[config.mk]
export PLATFORM = sky130hd
export DESIGN_NAME = atad_taskfile
export DESIGN_NICKNAME = d
export VERILOG_FILES = /design/src/hdl/ata_pio_lba28_disk_device_top_assert.svh /design/src/hdl/atad_pkg.sv /design/src/hdl/atad_taskfile.sv
export SDC_FILE = /design/constraint.sdc
export NUM_CORES = 1
export LEC_CHECK = 0
export BUFFER_PORTS_ARGS = -buffer_cell sky130_fd_sc_hd__buf_4
export CORE_ASPECT_RATIO = 0.8
export CORE_UTILIZATION = 56
export DETAILED_ROUTE_END_ITERATION = 10
export PLACE_DENSITY = 0.74
export RECOVER_POWER = 25
export SETUP_SLACK_MARGIN = 0.15
export SYNTH_ARGS = -nofsm -noshare
export SYNTH_HDL_FRONTEND = slang
export SYNTH_SLANG_ARGS = --single-unit
[constraint.sdc]
create_clock -name clk -period 9.1 [get_ports clk]
set_input_delay 0 -clock clk [delete_from_list [all_inputs] [get_ports clk]]
set_output_delay 0 -clock clk [all_outputs]
set_load 0.01 [all_outputs]
[src/hdl/ata_pio_lba28_disk_device_top_assert.svh]
// Assertion macros for the ATA PIO LBA28 disk device.
`ifndef ATA_PIO_LBA28_DISK_DEVICE_TOP_ASSERT_SVH
`define ATA_PIO_LBA28_DISK_DEVICE_TOP_ASSERT_SVH
`ifndef NO_ASSERTIONS
// Check a property on every clock edge outside reset.
`define ATAD_ASSERT(lbl, prop, msg) \
	lbl: assert property (@(posedge clk) disable iff (!arst_n) prop) else $error(msg);
// Check an implication whose consequent is due in the cycle after its trigger.
`define ATAD_ASSERT_NEXT(lbl, trig, cons, msg) \
	lbl: assert property (@(posedge clk) disable iff (!arst_n) (trig) |=> (cons)) \
		else $error(msg);
`else
`define ATAD_ASSERT(lbl, prop, msg)
`define ATAD_ASSERT_NEXT(lbl, trig, cons, msg)
`endif
`endif

[src/hdl/atad_pkg.sv]
// Shared types and constants of the ATA PIO LBA28 disk device.
`timescale 1ns / 1ps
package atad_pkg;

	localparam int DISK_SECTORS_DEF = 64;
	localparam int WORDS_PER_SECTOR = 256;
	localparam int WORD_IDX_W       = 8;
	localparam int LBA_W            = 28;
	localparam int SECT_LEFT_W      = 9;
	localparam int DATA_W           = 16;

	localparam logic [7:0] CMD_READ_SECTORS  = 8'h20;
	localparam logic [7:0] CMD_WRITE_SECTORS = 8'h30;
	localparam logic [7:0] STATUS_DRDY       = 8'h40;
	localparam logic [7:0] STATUS_DRQ        = 8'h08;
	localparam logic [7:0] STATUS_ERR        = 8'h01;
	localparam logic [7:0] ERR_ABRT          = 8'h04;
	localparam logic [7:0] DRIVE_HEAD_RESET  = 8'hE0;
	localparam logic [7:0] COUNT_RESET       = 8'h01;

	typedef enum logic {
		ACC_READ  = 1'b0,
		ACC_WRITE = 1'b1
	} acc_t;

	typedef enum logic [2:0] {
		OFF_DATA   = 3'd0,
		OFF_ERROR  = 3'd1,
		OFF_COUNT  = 3'd2,
		OFF_LBA0   = 3'd3,
		OFF_LBA1   = 3'd4,
		OFF_LBA2   = 3'd5,
		OFF_DRIVE  = 3'd6,
		OFF_STATUS = 3'd7
	} reg_off_t;

	typedef enum logic [1:0] {
		MODE_IDLE  = 2'd0,
		MODE_READ  = 2'd1,
		MODE_WRITE = 2'd2
	} mode_t;

	typedef struct packed {
		logic rd_en;
		logic wr_en;
	} ram_ctl_t;

	typedef struct packed {
		logic              from_mem;
		logic [DATA_W-1:0] reg_data;
	} rd_sel_t;

endpackage

[src/hdl/atad_taskfile.sv]
// Task file registers, transfer sequencer and store access decode.
`timescale 1ns / 1ps
module atad_taskfile #(
	parameter int DISK_SECTORS = atad_pkg::DISK_SECTORS_DEF,
	parameter int AW           = $clog2(DISK_SECTORS * atad_pkg::WORDS_PER_SECTOR)
) (
	input  logic                     clk,
	input  logic                     arst_n,
	input  logic                     acc,
	input  logic                     command,
	input  logic [2:0]               reg_offset,
	input  logic [15:0]              write_data,
	output atad_pkg::ram_ctl_t       ram_ctl,
	output logic [AW-1:0]            ram_addr,
	output atad_pkg::rd_sel_t        rd_sel
);
	import atad_pkg::*;

	localparam logic [LBA_W-1:0] LBA_LIMIT = LBA_W'(DISK_SECTORS);
	localparam int FULL_W = LBA_W + WORD_IDX_W;

	logic [7:0]             count_q, lba0_q, lba1_q, lba2_q, drive_q, error_q;
	logic [7:0]             count_d, lba0_d, lba1_d, lba2_d, drive_d, error_d;
	mode_t                  mode_q, mode_d;
	logic [WORD_IDX_W-1:0]  widx_q, widx_d;
	logic [SECT_LEFT_W-1:0] sleft_q, sleft_d;
	logic [LBA_W-1:0]       lba_q, lba_d;
	logic                   err_flag_q, err_flag_d;

	acc_t                   acc_kind;
	reg_off_t               off;
	logic [7:0]             wbyte;
	logic                   data_rd, data_wr;
	logic [LBA_W-1:0]       start_lba, lba_inc;
	logic [SECT_LEFT_W-1:0] sleft_dec;
	logic [FULL_W-1:0]      full_addr;
	logic [7:0]             status;

	assign acc_kind  = acc_t'(command);
	assign off       = reg_off_t'(reg_offset);
	assign wbyte     = write_data[7:0];
	assign data_rd   = acc && acc_kind == ACC_READ && off == OFF_DATA && mode_q == MODE_READ;
	assign data_wr   = acc && acc_kind == ACC_WRITE && off == OFF_DATA && mode_q == MODE_WRITE;
	assign start_lba = {drive_q[3:0], lba2_q, lba1_q, lba0_q};
	assign lba_inc   = lba_q + LBA_W'(1);
	assign sleft_dec = (sleft_q != '0) ? sleft_q - SECT_LEFT_W'(1) : '0;
	assign full_addr = {lba_q, widx_q};

	// Next state
	always_comb begin
		count_d    = count_q;
		lba0_d     = lba0_q;
		lba1_d     = lba1_q;
		lba2_d     = lba2_q;
		drive_d    = drive_q;
		error_d    = error_q;
		mode_d     = mode_q;
		widx_d     = widx_q;
		sleft_d    = sleft_q;
		lba_d      = lba_q;
		err_flag_d = err_flag_q;
		if (data_rd || data_wr) begin
			widx_d = widx_q + WORD_IDX_W'(1);
			if (widx_q == '1) begin
				lba_d   = lba_inc;
				sleft_d = sleft_dec;
				if (sleft_dec == '0) begin
					mode_d = MODE_IDLE;
				end else if (lba_inc >= LBA_LIMIT) begin
					error_d    = ERR_ABRT;
					err_flag_d = 1'b1;
					mode_d     = MODE_IDLE;
					widx_d     = '0;
					sleft_d    = '0;
				end
			end
		end else if (acc && acc_kind == ACC_WRITE) begin
			unique case (off)
				OFF_COUNT: count_d = wbyte;
				OFF_LBA0:  lba0_d  = wbyte;
				OFF_LBA1:  lba1_d  = wbyte;
				OFF_LBA2:  lba2_d  = wbyte;
				OFF_DRIVE: drive_d = wbyte;
				OFF_STATUS: begin
					if ((wbyte != CMD_READ_SECTORS && wbyte != CMD_WRITE_SECTORS)
							|| start_lba >= LBA_LIMIT) begin
						error_d    = ERR_ABRT;
						err_flag_d = 1'b1;
						mode_d     = MODE_IDLE;
						widx_d     = '0;
						sleft_d    = '0;
					end else begin
						error_d    = '0;
						err_flag_d = 1'b0;
						lba_d      = start_lba;
						widx_d     = '0;
						sleft_d    = {count_q == '0, count_q};
						mode_d     = (wbyte == CMD_READ_SECTORS) ? MODE_READ : MODE_WRITE;
					end
				end
				default: ;
			endcase
		end
	end

	// Outputs
	always_comb begin
		status          = STATUS_DRDY | ((mode_q != MODE_IDLE) ? STATUS_DRQ : 8'h00)
			| (err_flag_q ? STATUS_ERR : 8'h00);
		ram_ctl.rd_en   = data_rd;
		ram_ctl.wr_en   = data_wr;
		ram_addr        = full_addr[AW-1:0];
		rd_sel.from_mem = data_rd;
		rd_sel.reg_data = '0;
		if (acc_kind == ACC_READ) begin
			unique case (off)
				OFF_DATA:   rd_sel.reg_data = '0;
				OFF_ERROR:  rd_sel.reg_data = {8'h00, error_q};
				OFF_COUNT:  rd_sel.reg_data = {8'h00, count_q};
				OFF_LBA0:   rd_sel.reg_data = {8'h00, lba0_q};
				OFF_LBA1:   rd_sel.reg_data = {8'h00, lba1_q};
				OFF_LBA2:   rd_sel.reg_data = {8'h00, lba2_q};
				OFF_DRIVE:  rd_sel.reg_data = {8'h00, drive_q};
				OFF_STATUS: rd_sel.reg_data = {8'h00, status};
				default:    rd_sel.reg_data = '0;
			endcase
		end
	end

	always_ff @(posedge clk or negedge arst_n) begin
		if (!arst_n) begin
			count_q    <= COUNT_RESET;
			lba0_q     <= '0;
			lba1_q     <= '0;
			lba2_q     <= '0;
			drive_q    <= DRIVE_HEAD_RESET;
			error_q    <= '0;
			mode_q     <= MODE_IDLE;
			widx_q     <= '0;
			sleft_q    <= '0;
			lba_q      <= '0;
			err_flag_q <= 1'b0;
		end else begin
			count_q    <= count_d;
			lba0_q     <= lba0_d;
			lba1_q     <= lba1_d;
			lba2_q     <= lba2_d;
			drive_q    <= drive_d;
			error_q    <= error_d;
			mode_q     <= mode_d;
			widx_q     <= widx_d;
			sleft_q    <= sleft_d;
			lba_q      <= lba_d;
			err_flag_q <= err_flag_d;
		end
	end
endmodule

# After elaboration in Yosys (flattened, before gate mapping)
# Index checks and enable logic that the tools add are counted.
[totals]
regBits = 96
latch_bits = 0
ramBits = 0
rom_bits = 0
input_bits = 23
memories = 0
[op_classes]
n_addsub = 3
mul = 0
n_div = 0
n_lt_le_gt_ge = 2
n_eq_ne = 18
shifts = 0
mux = 45
bitwise_logic = 3
n_reduce_logical = 26
[op_table]
columns = ["op", "count"]
rows = [
  ["28-bit two-way mux", 5],
  ["16-bit case mux with 8 select lines", 1],
  ["8-bit two-way mux", 12],
  ["9-bit two-way mux", 8],
  ["28-bit by 7-bit greater-or-equal comparator with 1-bit output (second input constant)", 2],
  ["28-bit by 1-bit adder with 28-bit output (second input constant)", 1],
  ["3-bit AND reduction", 6],
  ["16-bit two-way mux", 1],
  ["2-bit two-way mux", 8],
  ["8-bit by 6-bit inequality test with 1-bit output (second input constant)", 2],
  ["3-bit equality test (second input constant)", 4],
  ["9-bit logical NOT", 1],
  ["9-bit nonzero test", 1],
  ["9-bit by 1-bit subtractor with 9-bit output (second input constant)", 1],
  ["8-bit by 1-bit adder with 8-bit output (second input constant)", 1],
  ["8-bit by 6-bit equality test with 1-bit output (second input constant)", 1],
  ["8-bit equality test (second input constant)", 1],
  ["8-bit logical NOT", 1],
  ["1-bit two-way mux", 8],
  ["4-bit AND reduction", 2],
  ["1-bit logical AND", 7],
  ["7-bit by 1-bit OR with 7-bit output", 1],
  ["3-bit by 2-bit equality test with 1-bit output (second input constant)", 2],
  ["2-bit nonzero test", 3],
  ["other kinds (13)", 17],
]

# Logic depth before layout (Yosys ltp)
[depth]
word_depth = 7
ltp_mapped = 11
depth_no_buf = 10

# Worst setup path after synthesis
# No wires, ideal clock.
[synth_path]
path_kind = "flip-flop to flip-flop"
start = "register lba_q[0]"
end = "register error_q[2]"
arrival_ns = 2.874
path_slack_ns = 6.100
stages_incl_launch_ff = 10
path_cell_list = "dfrtp_1 > ha_1 > nand4_1 > nor2_1 > nand4_1 > xnor2_2 > a2111o_1 > o41ai_4 > a21oi_1 > o32a_1"
[synth_between]
elab_chain_len = 4
[synth_rtl]
columns = ["item", "line", "text"]
rows = [
  ["from (decl)", "atad_taskfile.sv:27", "logic [LBA_W-1:0] lba_q, lba_d;"],
  ["from (signal assigned)", "atad_taskfile.sv:153", "lba_q <= lba_d;"],
  ["28-bit by 1-bit adder with 28-bit output", "atad_taskfile.sv:45", "assign lba_inc = lba_q + LBA_W'(1);"],
  ["28-bit by 7-bit greater-or-equal comparator with 1-bit output", "atad_taskfile.sv:69", "end else if (lba_inc >= LBA_LIMIT) begin"],
  ["2-bit by 1-bit inequality test with 1-bit output (no source line)", "--", ""],
  ["5-bit AND reduction (no source line)", "--", ""],
  ["to (signal assigned)", "atad_taskfile.sv:149", "error_q <= error_d;"],
  ["to (decl)", "atad_taskfile.sv:22", "logic [7:0] count_q, lba0_q, lba1_q, lba2_q, drive_q, error_q;"],
]
# No other way between the ends.
# A chain may end at the register's enable or synchronous reset.

# Worst setup path after layout
[layout_path]
start = "register lba_q[0]"
end = "register sleft_q[4]"
[layout_between]
elab_chain_len = 6
[layout_rtl]
columns = ["item", "line", "text"]
rows = [
  ["28-bit by 1-bit adder with 28-bit output", "atad_taskfile.sv:45", ""],
  ["28-bit by 7-bit greater-or-equal comparator with 1-bit output", "atad_taskfile.sv:69", ""],
  ["9-bit two-way mux", "atad_taskfile.sv:69", ""],
  ["9-bit two-way mux", "atad_taskfile.sv:67", "if (sleft_dec == '0) begin"],
  ["9-bit two-way mux", "atad_taskfile.sv:64", "if (widx_q == '1) begin"],
  ["9-bit two-way mux", "atad_taskfile.sv:62", "if (data_rd || data_wr) begin"],
  ["to (signal assigned)", "atad_taskfile.sv:152", "sleft_q <= sleft_d;"],
  ["to (decl)", "atad_taskfile.sv:26", "logic [SECT_LEFT_W-1:0] sleft_q, sleft_d;"],
]
# No other way between the ends. The select of a mux whose other input is x is not followed.

==> reports/results.txt <==
outcome: complete, but fails checks
first-pass GRT wire length: 26,000 µm
Sink Count: 88
antenna-violating nets left: 0
Reg clk slew, reported paths: 0.06 ns
RSZ-0062 raised after global routing: no
Total GRT Usage: 32.4%
dpl ws: 5.73 ns
row cnt: 32
clk_lat worst skew: 0.35 ns
largest delay contributor family on the critical path: compound AO/OA/AOI/OAI gates
Buf/Inv on CP: 0
cts bufs inserted: 9
layout overhead on the synthesized area: 10.1%
Final Hold Fails: 0
clock root buffer: clkbuf_16
Setup CP Type: reg -> reg
Starting Density: 58.4%
placed cells: 778
crit path max fanout: 10
#FFs+latches synth: 88
die area: 10,600 µm²
crit-path most repeated cell: nand4_1
failing checks: capacitance limit, slew limit
Die Height: 92.1 µm
total gr overflow: 0
Top FF cell, synth: dfrtp_1
number of max-cap violations: 1
initial antenna violation count: 0
setup_tns: 0 ns
Die Wd: 115 µm
crit path max-delay cell type: o41ai_4
IO buf count: 39
synthesized instance count: 645
CTS Hold Bufs: 9
Design Area, Final: 6250 µm²
Via Count: 5,285
hpwl dp: 11,300 µm
Hold WC Path Type: in -> reg
final WL: 16,200 µm
post-CTS setup buffers: 0
Post-DP Area: 5900 µm²
CTS tree: done
register area share after synthesis: 38.9%
Final Setup Violations: 0
slew of the pin with the lowest slew margin: 2.01 ns
Detailed Route Iter0 Violations: 558
CTS Buffer Depth: 2
num ports: 56
drc violations: 0
final net count: 689
final worst clock skew: 0.00552 ns
layout cells sized above 1: 18.3%
gpl congestion: 0.998
Final Non-Filler Cells: 803
total power: 1.11 mW
Syn Area/Cell: 8.80 µm²
Lkg Pwr: 2.51 nW
Startpoint Class: flop
Largest stage delay, worst path: 0.65 ns
vias in the first global route: 4,748
Worst EP arrival: 3.71 ns
Warnings, synthesis: 0
Cell Area, Synth: 5680 µm²
Pre-Repair DR Iteration Count: 6
Pwr Density: 178 nW/µm²
pin count of the biggest net entering global routing: 58
H-tree depth: 3
ant diodes: 0
highest clock rate: 291 MHz
crit path time final: 3.44 ns
post_cts resized: 0
cells along the critical path: ha_1, nand4_1, nor4_1, xnor2_1, a211oi_1, nand4_1, o41ai_4, a32oi_1, o22ai_1
fin worst setup slack: 5.66 ns
FFs w/ async S/R, synth: 100%
WL/cell: 20.2 µm
fin. max-slew vios: 38
core area: 9730 µm²
number of synthesized flops with an enable pin: 0
via/cell ratio: 6.58
Worst setup EP type: flop
critical path required time: 9.37 ns
peak supply drop: 0.000146 V
final worst-path cycle share: 37.8%
Slew headroom: -34.2%
count of cell types in the netlist: 72
sequential cells by signal, indices dropped and copies added, names as in the netlist, 8 cells and up:
signal,cells
lba1_q,8
lba2_q,8
widx_q,8
drive_q,8
sleft_q,9
lba_q,28
count_q,8
lba0_q,8
power breakdown:
part           switching, mW  leakage [nW]  internal (mW)
sequential            0.0824          1.12          0.448
clock                  0.156         0.146          0.228
combinational         0.0994          1.25         0.0962
total                  0.338          2.51          0.772
cell usage after synthesis (all sizes together), types with 4 or more instances:
master | number | area [µm²]
a211oi | 5 | 37.5
a21oi | 48 | 240
a221oi | 5 | 43.8
a22oi | 7 | 52.6
a31oi | 15 | 93.8
and2 | 5 | 31.3
and3 | 15 | 101
buf | 28 | 216
clkbuf | 28 | 109
dfrtp | 84 | 2100
dfstp | 4 | 105
ha | 4 | 50.1
inv | 17 | 63.8
mux2 | 49 | 552
nand2 | 61 | 239
nand3 | 30 | 168
nand4 | 15 | 109
nor2 | 50 | 195
nor2b | 9 | 56.3
nor3 | 21 | 105
nor4 | 31 | 200
o211ai | 4 | 30.0
o21ai | 46 | 234
o22ai | 8 | 50.1
o41ai | 4 | 53.8
xnor2 | 6 | 60.1
layout make-up:
cell class,count,area [µm²]
Timing Repair Buffer,55,394
Clock inverter,3,42.5
Multi-Input combinational cell,491,3120
Fill cell,837,3480
Inverter,17,63.8
Sequential cell,88,2210
Clock buffer,13,260
Tap cell,136,170
routing by layer:
| layer | vias up | GRT usage [%] | part of all wire, % |
|---|---|---|---|
| li1 | 2421 | - | - |
| met1 | 2572 | 48.3 | 44 |
| met2 | 263 | 47.8 | 45 |
| met3 | 29 | 5.62 | 8.9 |
| met4 | 0 | 9.85 | 1.8 |
| met5 | - | 0 | 0 |
worst register-to-register path, cell delays in order, from the launching register on:
cell and delay [ns]:
dfrtp_1 0.48, ha_1 0.27, nand4_1 0.24, nor4_1 0.60, xnor2_1 0.14, a211oi_1 0.30
nand4_1 0.27, o41ai_4 0.65, a32oi_1 0.23, o22ai_1 0.17
path summary, 6_finish.rpt:
kind / startpoint / to / slack [ns] / cells past startpoint
setup / recovery: lba_q[0] / sleft_q[4] / 5.66 / 9
hold / removal: reg_offset[2] / error_q[2] / 0.17 / 3
setup reg to reg: lba_q[0] / sleft_q[4] / 5.66 / 9
hold reg to reg: widx_q[0] / widx_q[0] / 0.53 / 1
max in group asynchronous: arst_n / lba0_q[2] / 6.76 / 3
min in group asynchronous: arst_n / lba_q[25] / 0.76 / 2
logic make-up after synthesis:
family / synth area share [%]
other cells: 0.0660
simple gates: 23.6
fa+ha+maj: 0.881
compound gates: 18.5
flops: 38.9
buf+inv: 6.85
xor+xnor: 1.37
mux: 9.89
placed cells by master (no fill, tap or decap), types with 3 or more instances in the layout:
cell	count
dfrtp_1	84
nand2_1	59
mux2_2	49
nor2_1	48
a21oi_1	47
o21ai_0	37
buf_4	35
nor4_1	30
nand3_1	28
nor3_1	21
inv_1	17
a31oi_1	15
nand4_1	14
clkbuf_1	13
and3_1	12
nor2b_1	9
clkbuf_16	9
dlygate4sd3_1	9
o22ai_1	8
o21ai_1	8
conb_1	8
a22oi_1	7
a221oi_1	5
a211oi_1	5
xnor2_1	5
and2_1	5
o211ai_1	4
ha_1	4
dfstp_2	4
or3_1	3
nand2b_1	3
a222oi_1	3
a22o_1	3
o31ai_1	3
o41ai_1	3
stage by stage:
stage               hold WS (ns)  util, %
detailed placement      -0.00763     60.7
floorplan                 -0.296        -
finish                     0.170     64.3
global route               0.192     64.3
global placement        -0.00457     60.7
CTS                        0.121     64.7
Note: power is estimated with default switching activity, not from simulation.
